--- src/hall_sector_angle_speed_estimator_top_defines.svh ---
// Assertion macros for the Hall sector angle and speed estimator.
`ifndef HALL_SECTOR_ANGLE_SPEED_ESTIMATOR_TOP_DEFINES_SVH
`define HALL_SECTOR_ANGLE_SPEED_ESTIMATOR_TOP_DEFINES_SVH
// Implication checked every clock, off during reset.
`define HSE_ASSERT_IMPL(label, ante, cons, msg) \
    label: assert property (@(posedge clk) disable iff (!rst_n) (ante) |-> (cons)) \
        else $error(msg);
// Next-cycle implication, off during reset.
`define HSE_ASSERT_NEXT(label, ante, cons, msg) \
    label: assert property (@(posedge clk) disable iff (!rst_n) (ante) |=> (cons)) \
        else $error(msg);
`endif

--- src/hsase_pkg.sv ---
// Package: constants, tables and types of the Hall sector estimator.
package hsase_pkg;
    localparam int FIFO_DEPTH = 8;
    localparam int FIFO_AW = (FIFO_DEPTH > 1) ? $clog2(FIFO_DEPTH) : 1;
    localparam int FILL_W = $clog2(FIFO_DEPTH + 1);
    localparam int SUM_W = 24 + FILL_W;

    localparam logic [1:0] FUNC_EDGE = 2'd0;
    localparam logic [1:0] FUNC_TIMEOUT = 2'd1;
    localparam logic [1:0] FUNC_TICK = 2'd2;

    localparam logic [2:0] REG_PHASE = 3'd0;
    localparam logic [2:0] REG_MOUNT = 3'd1;
    localparam logic [2:0] REG_SPAN = 3'd2;
    localparam logic [2:0] REG_TPP = 3'd3;
    localparam logic [2:0] REG_ERPM = 3'd4;
    localparam logic [2:0] REG_POLES = 3'd5;

    localparam logic [15:0] SNAP_STEP_LIMIT = 16'd10;

    // divider operation select
    localparam logic [1:0] DIV_AVG = 2'd0;
    localparam logic [1:0] DIV_STEP = 2'd1;
    localparam logic [1:0] DIV_RPM = 2'd2;
    localparam logic [1:0] DIV_MECH = 2'd3;

    typedef struct packed {
        logic [15:0] phase;
        logic [15:0] mount;
        logic [14:0] span;
        logic [15:0] tpp;
        logic [30:0] erpm;
        logic [6:0] poles;
    } cfg_t;

    typedef struct packed {
        logic load_in;   // capture input beat
        logic event_a;   // immediate event handling (step, dir, err, fifo push)
        logic div_start;
        logic [1:0] div_sel;
        logic div_take; // write divider result to selected target
        logic speed_fin; // apply clamp and sign
        logic finish;    // boundary / progress and angle rebuild
        logic out_load;
    } cmd_t;

    typedef struct packed {
        logic div_done;
        logic push;      // edge pushed a sample
    } sts_t;

    function automatic logic [2:0] step_of_code(input logic [2:0] c);
        case (c)
            3'd1: step_of_code = 3'd6;
            3'd2: step_of_code = 3'd2;
            3'd3: step_of_code = 3'd1;
            3'd4: step_of_code = 3'd4;
            3'd5: step_of_code = 3'd5;
            3'd6: step_of_code = 3'd3;
            default: step_of_code = 3'd0;
        endcase
    endfunction

    function automatic logic [15:0] enter_cw(input logic [2:0] c);
        case (c)
            3'd1: enter_cw = 16'd24357;
            3'd2: enter_cw = 16'd46616;
            3'd3: enter_cw = 16'd33437;
            3'd4: enter_cw = 16'd2535;
            3'd5: enter_cw = 16'd11956;
            3'd6: enter_cw = 16'd55191;
            default: enter_cw = 16'd0;
        endcase
    endfunction

    function automatic logic [15:0] enter_ccw(input logic [2:0] c);
        case (c)
            3'd1: enter_ccw = 16'd30629;
            3'd2: enter_ccw = 16'd52296;
            3'd3: enter_ccw = 16'd43170;
            3'd4: enter_ccw = 16'd8718;
            3'd5: enter_ccw = 16'd21077;
            3'd6: enter_ccw = 16'd65216;
            default: enter_ccw = 16'd0;
        endcase
    endfunction

    function automatic logic [15:0] centre_of(input logic [2:0] c);
        case (c)
            3'd1: centre_of = 16'd27493;
            3'd2: centre_of = 16'd49456;
            3'd3: centre_of = 16'd38303;
            3'd4: centre_of = 16'd5626;
            3'd5: centre_of = 16'd16516;
            3'd6: centre_of = 16'd60167;
            default: centre_of = 16'd0;
        endcase
    endfunction
endpackage

--- src/hsase_div.sv ---
// Radix-2 restoring divider, 32-bit dividend and divisor, one bit per cycle.
module hsase_div (
    input  logic        clk,
    input  logic        rst_n,
    input  logic        start,
    input  logic [31:0] dividend,
    input  logic [31:0] divisor,
    output logic        done,
    output logic [31:0] quotient
);
    logic [31:0] rem_reg, rem_next;
    logic [31:0] quo_reg, quo_next;
    logic [31:0] dvs_reg, dvs_next;
    logic [5:0] cnt_reg, cnt_next;
    logic busy_reg, busy_next;
    logic done_reg, done_next;
    logic [32:0] trial;
    logic [32:0] diff;

    assign trial = {rem_reg, quo_reg[31]};
    assign diff = trial - {1'b0, dvs_reg};

    always_comb
    begin
        rem_next = rem_reg;
        quo_next = quo_reg;
        dvs_next = dvs_reg;
        cnt_next = cnt_reg;
        busy_next = busy_reg;
        done_next = 1'b0;
        if (start)
        begin
            rem_next = '0;
            quo_next = dividend;
            dvs_next = divisor;
            cnt_next = 6'd32;
            busy_next = 1'b1;
        end
        else if (busy_reg)
        begin
            if (!diff[32])
            begin
                rem_next = diff[31:0];
                quo_next = {quo_reg[30:0], 1'b1};
            end
            else
            begin
                rem_next = trial[31:0];
                quo_next = {quo_reg[30:0], 1'b0};
            end
            cnt_next = cnt_reg - 6'd1;
            if (cnt_reg == 6'd1)
            begin
                busy_next = 1'b0;
                done_next = 1'b1;
            end
        end
    end

    always_ff @(posedge clk or negedge rst_n)
    begin
        if (!rst_n)
        begin
            cnt_reg <= '0;
            busy_reg <= 1'b0;
            done_reg <= 1'b0;
        end
        else
        begin
            cnt_reg <= cnt_next;
            busy_reg <= busy_next;
            done_reg <= done_next;
        end
    end

    always_ff @(posedge clk)
    begin
        rem_reg <= rem_next;
        quo_reg <= quo_next;
        dvs_reg <= dvs_next;
    end

    assign done = done_reg;
    assign quotient = quo_reg;
endmodule

--- src/hsase_datapath.sv ---
// Datapath: event state, period FIFO, speed math and angle registers.
module hsase_datapath (
    input  logic                clk,
    input  logic                rst_n,
    input  hsase_pkg::cfg_t     cfg,
    input  hsase_pkg::cmd_t     cmd,
    output hsase_pkg::sts_t     sts,
    input  logic [31:0]         in_data,
    output logic [151:0]        out_data
);
    import hsase_pkg::*;

    logic [1:0]  func_reg;
    logic [2:0]  code_reg;
    logic [23:0] per_reg;
    logic pos_reg, pos_next;
    logic spd_reg, spd_next;
    logic [1:0] dir_reg, dir_next; // 0 unknown, 1 cw, 2 ccw
    logic [2:0] step_reg, step_next;
    logic [7:0] err_reg, err_next;
    logic flt_reg, flt_next;
    logic [23:0] fifo_reg [FIFO_DEPTH];
    logic [SUM_W-1:0] sum_reg;
    logic [FIFO_AW-1:0] idx_reg;
    logic [FILL_W-1:0] fill_reg;
    logic [23:0] avg_reg;
    logic [31:0] q_reg;      // raw step quotient
    logic [15:0] spp_reg;
    logic [31:0] mag_reg, mmag_reg;
    logic [31:0] erpm_reg, mrpm_reg;
    logic [15:0] bnd_reg, prog_reg;
    logic push_reg;
    logic clr;
    logic tick_sync_reg;
    logic upd;

    logic [2:0] nstep;
    logic ccw;
    logic [2:0] pfwd, pbwd;
    logic [31:0] div_a, div_b, div_q;
    logic div_done;
    logic [6:0] pp;
    logic [16:0] nxt;
    logic [15:0] a0, a1, bnd_new;

    assign nstep = step_of_code(code_reg);
    assign ccw = (dir_reg == 2'd2);
    assign pfwd = (step_reg == 3'd6) ? 3'd1 : step_reg + 3'd1;
    assign pbwd = (nstep == 3'd6) ? 3'd1 : nstep + 3'd1;
    assign pp = (cfg.poles == 7'd0) ? 7'd1 : cfg.poles;

    always_comb
    begin
        case (cmd.div_sel)
            DIV_AVG:  begin div_a = {{(32-SUM_W){1'b0}}, sum_reg};
                            div_b = {{(32-FILL_W){1'b0}}, fill_reg}; end
            DIV_STEP: begin div_a = 32'(cfg.span) * 32'(cfg.tpp);
                            div_b = {8'd0, avg_reg}; end
            DIV_RPM:  begin div_a = {1'b0, cfg.erpm}; div_b = {8'd0, avg_reg}; end
            default:  begin div_a = mag_reg; div_b = {25'd0, pp}; end
        endcase
    end

    hsase_div u_div (
        .clk(clk), .rst_n(rst_n), .start(cmd.div_start),
        .dividend(div_a), .divisor(div_b), .done(div_done), .quotient(div_q)
    );

    assign sts.div_done = div_done;
    assign sts.push = push_reg;

    // event decode
    always_comb
    begin
        pos_next = pos_reg;
        spd_next = spd_reg;
        dir_next = dir_reg;
        step_next = step_reg;
        err_next = err_reg;
        flt_next = flt_reg;
        clr = 1'b0;
        unique case (func_reg)
            FUNC_EDGE:
            begin
                if (nstep == 3'd0)
                begin
                    pos_next = 1'b0;
                    if (err_reg != 8'hFF)
                        err_next = err_reg + 8'd1;
                    clr = 1'b1;
                    if (err_next >= 8'd3)
                        flt_next = 1'b1;
                end
                else
                begin
                    if (!pos_reg)
                        dir_next = ccw ? 2'd2 : 2'd1;
                    else if (step_reg != 3'd0 && step_reg != nstep && pfwd == nstep)
                        dir_next = 2'd1;
                    else if (step_reg != 3'd0 && step_reg != nstep && pbwd == step_reg)
                        dir_next = 2'd2;
                    else if (err_reg != 8'hFF)
                        err_next = err_reg + 8'd1;
                    step_next = nstep;
                    pos_next = 1'b1;
                    if (per_reg != 24'd0)
                        spd_next = 1'b1;
                end
            end
            FUNC_TIMEOUT: clr = 1'b1;
            FUNC_TICK:
            begin
                if (!pos_reg && nstep != 3'd0)
                begin
                    step_next = nstep;
                    dir_next = ccw ? 2'd2 : 2'd1;
                    pos_next = 1'b1;
                end
            end
            default: ;
        endcase
        if (clr)
            spd_next = 1'b0;
    end

    assign nxt = {1'b0, prog_reg} + {1'b0, spp_reg};
    assign bnd_new = (!spd_reg || spp_reg <= SNAP_STEP_LIMIT) ? centre_of(code_reg)
                   : (ccw ? enter_ccw(code_reg) : enter_cw(code_reg));

    always_ff @(posedge clk or negedge rst_n)
    begin
        if (!rst_n)
        begin
            pos_reg <= 1'b0;
            spd_reg <= 1'b0;
            dir_reg <= 2'd0;
            step_reg <= 3'd0;
            err_reg <= 8'd0;
            flt_reg <= 1'b0;
            sum_reg <= '0;
            idx_reg <= '0;
            fill_reg <= '0;
            avg_reg <= '0;
            q_reg <= '0;
            mag_reg <= '0;
            mmag_reg <= '0;
            spp_reg <= '0;
            erpm_reg <= '0;
            mrpm_reg <= '0;
            bnd_reg <= '0;
            prog_reg <= '0;
            push_reg <= 1'b0;
            for (int i = 0; i < FIFO_DEPTH; i++)
                fifo_reg[i] <= '0;
        end
        else
        begin
            if (cmd.event_a)
            begin
                pos_reg <= pos_next;
                spd_reg <= spd_next;
                dir_reg <= dir_next;
                step_reg <= step_next;
                err_reg <= err_next;
                flt_reg <= flt_next;
                push_reg <= 1'b0;
                if (clr)
                begin
                    spp_reg <= '0;
                    erpm_reg <= '0;
                    mrpm_reg <= '0;
                    sum_reg <= '0;
                    idx_reg <= '0;
                    fill_reg <= '0;
                    avg_reg <= '0;
                    for (int i = 0; i < FIFO_DEPTH; i++)
                        fifo_reg[i] <= '0;
                end
                else if (func_reg == FUNC_EDGE && per_reg != 24'd0)
                begin
                    push_reg <= 1'b1;
                    if (fill_reg < FILL_W'(FIFO_DEPTH))
                    begin
                        fill_reg <= fill_reg + 1'b1;
                        sum_reg <= sum_reg + SUM_W'(per_reg);
                    end
                    else
                        sum_reg <= sum_reg - SUM_W'(fifo_reg[idx_reg]) + SUM_W'(per_reg);
                    fifo_reg[idx_reg] <= per_reg;
                    idx_reg <= (32'(idx_reg) == FIFO_DEPTH - 1) ? '0 : idx_reg + 1'b1;
                end
            end
            if (cmd.div_take)
            begin
                case (cmd.div_sel)
                    DIV_AVG:  avg_reg <= div_q[23:0];
                    DIV_STEP: q_reg <= div_q;
                    DIV_RPM:  mag_reg <= div_q;
                    default:  mmag_reg <= div_q;
                endcase
            end
            if (cmd.speed_fin)
            begin
                if (avg_reg == 24'd0)
                begin
                    spp_reg <= '0;
                    erpm_reg <= '0;
                    mrpm_reg <= '0;
                end
                else
                begin
                    spp_reg <= (q_reg > {17'd0, cfg.span}) ? {1'b0, cfg.span} : q_reg[15:0];
                    erpm_reg <= ccw ? mag_reg : 32'd0 - mag_reg;
                    mrpm_reg <= ccw ? mmag_reg : 32'd0 - mmag_reg;
                end
            end
            if (cmd.finish)
            begin
                if (func_reg == FUNC_EDGE && step_of_code(code_reg) != 3'd0)
                begin
                    bnd_reg <= bnd_new;
                    prog_reg <= '0;
                end
                else if (func_reg == FUNC_TICK)
                begin
                    if (tick_sync_reg)
                    begin
                        bnd_reg <= bnd_new;
                        prog_reg <= '0;
                    end
                    else if (spd_reg && spp_reg != 16'd0)
                        prog_reg <= (nxt >= {2'b0, cfg.span}) ? {1'b0, cfg.span} : nxt[15:0];
                end
            end
        end
    end

    // tick sync flag captured at event stage
    always_ff @(posedge clk or negedge rst_n)
    begin
        if (!rst_n)
            tick_sync_reg <= 1'b0;
        else if (cmd.event_a)
            tick_sync_reg <= (func_reg == FUNC_TICK) && !pos_reg && (nstep != 3'd0);
    end

    // angle for the finish step: rebuild uses the boundary and progress being written
    logic [15:0] bsel, psel;
    assign upd = (func_reg == FUNC_EDGE && nstep != 3'd0) || tick_sync_reg;
    always_comb
    begin
        bsel = upd ? bnd_new : bnd_reg;
        if (upd)
            psel = 16'd0;
        else if (func_reg == FUNC_TICK && pos_reg && spd_reg && spp_reg != 16'd0)
            psel = (nxt >= {2'b0, cfg.span}) ? {1'b0, cfg.span} : nxt[15:0];
        else
            psel = prog_reg;
        a0 = ccw ? bsel - psel : bsel + psel;
        a1 = a0 + cfg.phase;
    end

    always_ff @(posedge clk)
    begin
        if (cmd.load_in)
        begin
            func_reg <= in_data[1:0];
            code_reg <= in_data[4:2];
            per_reg <= in_data[28:5];
        end
    end

    // the angle registers only change on rebuilds; others keep the old value
    logic rebuild_en;
    assign rebuild_en = (func_reg == FUNC_EDGE && nstep != 3'd0) || func_reg == FUNC_TICK && pos_reg
                        || tick_sync_reg;

    logic [15:0] aout_q, araw_q;
    always_ff @(posedge clk or negedge rst_n)
    begin
        if (!rst_n)
        begin
            aout_q <= '0;
            araw_q <= '0;
        end
        else if (cmd.finish && rebuild_en)
        begin
            aout_q <= a1 + cfg.mount;
            araw_q <= a1;
        end
    end

    always_ff @(posedge clk)
    begin
        if (cmd.out_load)
            out_data <= {5'd0, err_reg, flt_reg, pos_reg, spd_reg, ccw,
                         avg_reg, spp_reg[14:0], mrpm_reg, erpm_reg, araw_q, aout_q};
    end
endmodule

--- src/hsase_ctrl.sv ---
// Controller: sequences capture, event update, divisions and angle rebuild.
module hsase_ctrl (
    input  logic            clk,
    input  logic            rst_n,
    input  logic            s_valid,
    output logic            s_ready,
    output logic            m_valid,
    input  logic            m_ready,
    input  hsase_pkg::sts_t sts,
    output hsase_pkg::cmd_t cmd
);
    import hsase_pkg::*;

    localparam logic [3:0] S_IDLE = 4'd0;
    localparam logic [3:0] S_EVT = 4'd1;
    localparam logic [3:0] S_CHK = 4'd2;
    localparam logic [3:0] S_DIV = 4'd3;
    localparam logic [3:0] S_SPD = 4'd4;
    localparam logic [3:0] S_FIN = 4'd5;
    localparam logic [3:0] S_OUT = 4'd6;
    localparam logic [3:0] S_HOLD = 4'd7;

    logic [3:0] st_reg, st_next;
    logic [1:0] sel_reg, sel_next;
    logic ov_reg, ov_next;
    logic go;

    assign s_ready = (st_reg == S_IDLE);
    assign go = s_valid && s_ready;
    assign m_valid = ov_reg;

    always_comb
    begin
        st_next = st_reg;
        sel_next = sel_reg;
        ov_next = ov_reg && !m_ready;
        cmd = '0;
        cmd.div_sel = sel_reg;
        unique case (st_reg)
            S_IDLE:
            begin
                cmd.load_in = go;
                if (go)
                    st_next = S_EVT;
            end
            S_EVT:
            begin
                cmd.event_a = 1'b1;
                st_next = S_CHK;
            end
            S_CHK:
            begin
                if (sts.push)
                begin
                    sel_next = DIV_AVG;
                    cmd.div_sel = DIV_AVG;
                    cmd.div_start = 1'b1;
                    st_next = S_DIV;
                end
                else
                    st_next = S_FIN;
            end
            S_DIV:
            begin
                if (sts.div_done)
                begin
                    cmd.div_take = 1'b1;
                    if (sel_reg == DIV_MECH)
                        st_next = S_SPD;
                    else
                    begin
                        sel_next = sel_reg + 2'd1;
                        st_next = S_HOLD;
                    end
                end
            end
            S_HOLD:
            begin
                cmd.div_start = 1'b1;
                st_next = S_DIV;
            end
            S_SPD:
            begin
                cmd.speed_fin = 1'b1;
                st_next = S_FIN;
            end
            S_FIN:
            begin
                cmd.finish = 1'b1;
                st_next = S_OUT;
            end
            S_OUT:
            begin
                if (!ov_reg || m_ready)
                begin
                    cmd.out_load = 1'b1;
                    ov_next = 1'b1;
                    st_next = S_IDLE;
                end
            end
            default: st_next = S_IDLE;
        endcase
    end

    always_ff @(posedge clk or negedge rst_n)
    begin
        if (!rst_n)
        begin
            st_reg <= S_IDLE;
            sel_reg <= DIV_AVG;
            ov_reg <= 1'b0;
        end
        else
        begin
            st_reg <= st_next;
            sel_reg <= sel_next;
            ov_reg <= ov_next;
        end
    end
endmodule

--- src/hall_sector_angle_speed_estimator_top.sv ---
// Hall sector angle and speed estimator: one result beat per input beat. A Hall edge
// with a valid code and a nonzero period runs four divisions in one shared radix-2
// divider (average, angle step, electrical and mechanical rpm). One beat is in work at
// a time; the result sits in an output register while the next input beat is taken.
module hall_sector_angle_speed_estimator_top (
    input  logic         clk,
    input  logic         rst_n,
    input  logic         s_tvalid,
    output logic         s_tready,
    input  logic [31:0]  s_tdata,  // func[1:0], hall_code[4:2], hall_period[28:5]
    output logic         m_tvalid,
    input  logic         m_tready,
    output logic [151:0] m_tdata,  // elec_angle, angle_before_mount, elec_rpm, mech_rpm,
                                   // angle_step, period_average, direction_ccw,
                                   // speed_ok, position_ok, fault_flag, error_total
    input  logic         cfg_we,
    input  logic [2:0]   cfg_index,
    input  logic [30:0]  cfg_data
);
    import hsase_pkg::*;
`include "hall_sector_angle_speed_estimator_top_defines.svh"

    cfg_t cfg_reg;
    cmd_t cmd;
    sts_t sts;

    always_ff @(posedge clk or negedge rst_n)
    begin
        if (!rst_n)
        begin
            cfg_reg.phase <= 16'd0;
            cfg_reg.mount <= 16'd32768;
            cfg_reg.span <= 15'd10923;
            cfg_reg.tpp <= 16'd6000;
            cfg_reg.erpm <= 31'd960000000;
            cfg_reg.poles <= 7'd4;
        end
        else if (cfg_we)
        begin
            unique case (cfg_index)
                REG_PHASE: cfg_reg.phase <= cfg_data[15:0];
                REG_MOUNT: cfg_reg.mount <= cfg_data[15:0];
                REG_SPAN:  cfg_reg.span <= cfg_data[14:0];
                REG_TPP:   cfg_reg.tpp <= cfg_data[15:0];
                REG_ERPM:  cfg_reg.erpm <= cfg_data;
                REG_POLES: cfg_reg.poles <= cfg_data[6:0];
                default: ;
            endcase
        end
    end

    hsase_ctrl u_ctrl (
        .clk(clk), .rst_n(rst_n), .s_valid(s_tvalid), .s_ready(s_tready),
        .m_valid(m_tvalid), .m_ready(m_tready), .sts(sts), .cmd(cmd)
    );

    hsase_datapath u_dp (
        .clk(clk), .rst_n(rst_n), .cfg(cfg_reg), .cmd(cmd), .sts(sts),
        .in_data(s_tdata), .out_data(m_tdata)
    );

    `HSE_ASSERT_IMPL(a_ready_excl, s_tready && cmd.finish, 1'b0, "ready during work")
    `HSE_ASSERT_NEXT(a_accept_busy, s_tvalid && s_tready, !s_tready, "ready after accept")
    `HSE_ASSERT_NEXT(a_out_set, cmd.out_load, m_tvalid, "result not shown")
endmodule

--- config.mk ---
export PLATFORM = sky130hd
export DESIGN_NAME = hall_sector_angle_speed_estimator_top
export DESIGN_NICKNAME = d
export VERILOG_FILES = /design/src/hsase_pkg.sv /design/src/hsase_div.sv /design/src/hsase_datapath.sv /design/src/hsase_ctrl.sv /design/src/hall_sector_angle_speed_estimator_top.sv
export VERILOG_INCLUDE_DIRS = /design/src /design/src/src
export SDC_FILE = /design/constraint.sdc
export NUM_CORES = 2
export LEC_CHECK = 0
export ABC_AREA = 1
export BUFFER_PORTS_ARGS = -buffer_cell sky130_fd_sc_hd__buf_2
export CORE_AREA = 2 2 290 349
export CTS_CLUSTER_SIZE = 28
export DETAILED_ROUTE_END_ITERATION = 16
export DIE_AREA = 0 0 292 351
export PLACE_DENSITY_LB_ADDON = 0.15
export RECOVER_POWER = 50
export SYNTH_ARGS = -nofsm -noshare
export SYNTH_HDL_FRONTEND = slang
export SYNTH_SLANG_ARGS = --single-unit
--- constraint.sdc ---
create_clock -name clk -period 15.55 [get_ports clk]
set_clock_uncertainty 0.2 [all_clocks]
set_input_delay 2.3325 -clock clk [delete_from_list [all_inputs] [get_ports clk]]
set_output_delay 2.3325 -clock clk [all_outputs]
set_load 0.02 [all_outputs]
==> metrics.txt <==
DR iter-0 viols=about 3,700; Seq/Total Area, Yosys=between 40% and 50%; Setup TNS=0 ns; Vias=44,400; leakage=0.0281 uW; arrival time at the worst endpoint=approximately 11 ns; commonest cells in the netlist=nand2_1 (1,148), inv_1 (1,127), dfrtp_1 (597), o21ai_0 (586), a21oi_1 (314); Max Fanout on Critical Path=roughly 180; port bufs=between 200 and 250; vias per std cell=~5.7; failing checks=max-capacitance violations, max-slew violations; Worst path most repeated cell=clkbuf_1; initial antenna violation count=8; largest net degree at the start of global routing=about 180; max reg flops=192; Finished Layout Cells=around 7,800; leading area contributor after synthesis=dfrtp_1; number of synthesized flops with an enable pin=between 200 and 250; pwr dens=about 250 mW/mm2; Clk Latency, worst-skew pair=0.69 ns; FP Rows=127; Worst-path clk slew=0.06 ns; number of global-route vias before repair=43,500; Final ANT Viol Nets=0; #FFs+latches synth=about 890; Ys Warns=0; final hold slack=about 0.24 ns; GRT Total Usage=a little under a third; Routed WL=~160,000 um; Detailed Routing Iterations Pass 1=5; top cell type's share of synthesized area=27.6%; Worst Tran Pin Value=~6 ns; die span in x=between 200 and 300 um; Post-DP HPWL=between 100,000 and 150,000 um; CP max-delay cell=clkbuf_1; top cells by area, synth=dfrtp_1 (28%), edfxtp_1 (13%), nand2_1 (8.0%); Post-Synthesis Cells=about 6,300; Hold Buf Count CTS=0; RSZ-0062 raised after global routing=false; # clock sinks=around 900; top_reg_cell synth=dfrtp_1; maxcap violations=16; Max rail drop VDD=about 0.33 mV; first-pass GRT wire length=roughly 250,000 um; relative slew slack=-301%; type of origin of the critical path=input pin; Setup Fix Bufs, Post-CTS=0; H-tree depth=3; synthesized area=approximately 0.054 mm2; cells along the critical path=clkbuf_1 -> clkbuf_1 -> buf_4 -> buf_12; crit path kind=in2async; hold path cells=0; GP Congestion=0.995; Final Critical Period=10.26 ns; Top Ports=~230; Data required, critical path=15.93 ns; grt ovf=0; DRC violation count after routing=0; WL/cell=20.8 um; ys async rst share=between 70% and 80%; Die Y=roughly 350 um; setup violators final=0; layout cells sized above 1=between 5 and 6%; status=complete, but fails checks; Num CTS Buffers=between 90 and 100; CP Depth=4; Fmax achieved=97.5 MHz; final max-slew violation count=approximately 780; count leader, synth=nand2_1; CP delay by family, top=buffers and inverters; max incr delay on CP=a little over 4 ns; FF-to-FF path depth=50; worst path bufs/invs=4; initial core utilization=a little over half; Hold Path Class=reg2reg; clock root buffer=clkbuf_16; die area=between 0.1 and 0.15 mm2; Post-layout nets=6,965; clock tree from TritonCTS=built; CP endpoint kind=async pin; Distinct cells, synth=71; post_cts resized=0; Placed Cells=7,594; clock buffer depth=3; Final Hold Fails=0; core area=approximately 0.099 mm2; final period utilization=66.0%; Layout area overhead=9.36%; Synth Area per Inst=about 8.6 um2
power breakdown:
| part | leakage (uW) | internal (uW) | switching (uW) | total [uW] |
|---|---|---|---|---|
| clock network | 0.00155 | 1340 | 987 | 2330 |
| registers | 0.0108 | 3000 | 400 | 3400 |
| logic | 0.0158 | 3170 | 6110 | 9280 |
| total | 0.0281 | 7510 | 7500 | 15000 |
stage by stage:
| stage | instance area (um2) | utilization (%) | setup slack [ns] | power (uW) |
|---|---|---|---|---|
| 6_report | 59300 | 59.7 | 5.29 | 15000 |
| 5_1_grt | 59300 | 59.7 | 3.83 | 16300 |
| 4_1_cts | 59600 | 60.0 | 5.63 | 15000 |
| 3_5_place_dp | 56400 | 56.8 | 5.67 | 12600 |
| 3_3_place_gp | 56400 | 56.8 | 5.87 | 12500 |
| 2_1_floorplan | 54200 | - | 5.17 | 9950 |
layout make-up:
cell class / count / area (um2)
Antenna cell: 2 / 5.00
Clock buffer: 119 / 2570
Clock inverter: 53 / 624
Fill cell: 8891 / 40100
Inverter: 1164 / 4370
Multi-Input combinational cell: 3984 / 25600
Sequential cell: 888 / 23300
Tap cell: 1290 / 1610
Timing Repair Buffer: 268 / 1250
cell families after synthesis:
family                   count (synthesis)  synth area share, %
adder cells (fa/ha/maj)                496                 14.4
buffers and inverters                 1431                 10.1
XOR/XNOR                               141                 2.28
AO/OA/AOI/OAI                         1450                 15.4
flip-flops                             888                 42.9
AND/OR/NAND/NOR                       1877                 14.6
other                                    1              0.00692
multiplexers                            15                0.312
worst paths after layout:
| check | start | end | slack, ns |
|---|---|---|---|
| max | rst_n | u_dp.fifo_reg[173]$_DFFE_PN0P_ | 5.29 |
| min | u_dp.aout_q[9]$_DFFE_PN0P_ | u_dp.out_data[9]$_DFFE_PP_ | 0.24 |
| max reg2reg | u_dp.spp_reg[0]$_DFFE_PN0P_ | u_dp.aout_q[15]$_DFFE_PN0P_ | 5.59 |
| min reg2reg | u_dp.aout_q[9]$_DFFE_PN0P_ | u_dp.out_data[9]$_DFFE_PP_ | 0.24 |
| max in group clk | u_dp.spp_reg[0]$_DFFE_PN0P_ | u_dp.aout_q[15]$_DFFE_PN0P_ | 5.59 |
| min in group asynchronous | rst_n | u_dp.aout_q[4]$_DFFE_PN0P_ | 3.69 |
routing by layer:
| layer | track usage [%] | wire length (um) | vias to the layer above | part of all wire (%) |
|---|---|---|---|---|
| met2 | 53.3 | 77100 | 1560 | 48 |
| met5 | 0 | 38 | - | 0.023 |
| met4 | 14.3 | 7830 | 6 | 4.8 |
| met1 | 41.2 | 66100 | 21500 | 41 |
| met3 | 4.54 | 10700 | 356 | 6.6 |
| li1 | - | - | 20900 | - |
layout by cell type, fill, tap and decap left out, types with 29 or more instances in the layout:
master | netlist | layout
buf_4 | 13 | 36
fa_1 | 210 | 210
ha_1 | 286 | 286
o211ai_1 | 54 | 54
nand3_1 | 218 | 218
inv_1 | 1127 | 1129
dfxtp_1 | 32 | 32
nor4_1 | 29 | 29
clkinv_1 | 28 | 34
dfrtp_1 | 597 | 597
a21oi_1 | 314 | 308
o21ai_0 | 586 | 587
nor3_1 | 62 | 57
nand2_1 | 1148 | 1148
nand4_1 | 41 | 41
buf_2 | 36 | 60
edfxtp_1 | 232 | 232
clkbuf_1 | 204 | 184
clkbuf_16 | 0 | 95
o22ai_1 | 285 | 285
xnor2_1 | 48 | 48
nor2_1 | 288 | 292
xor2_1 | 93 | 93
Power figures use the tool's default switching activity.
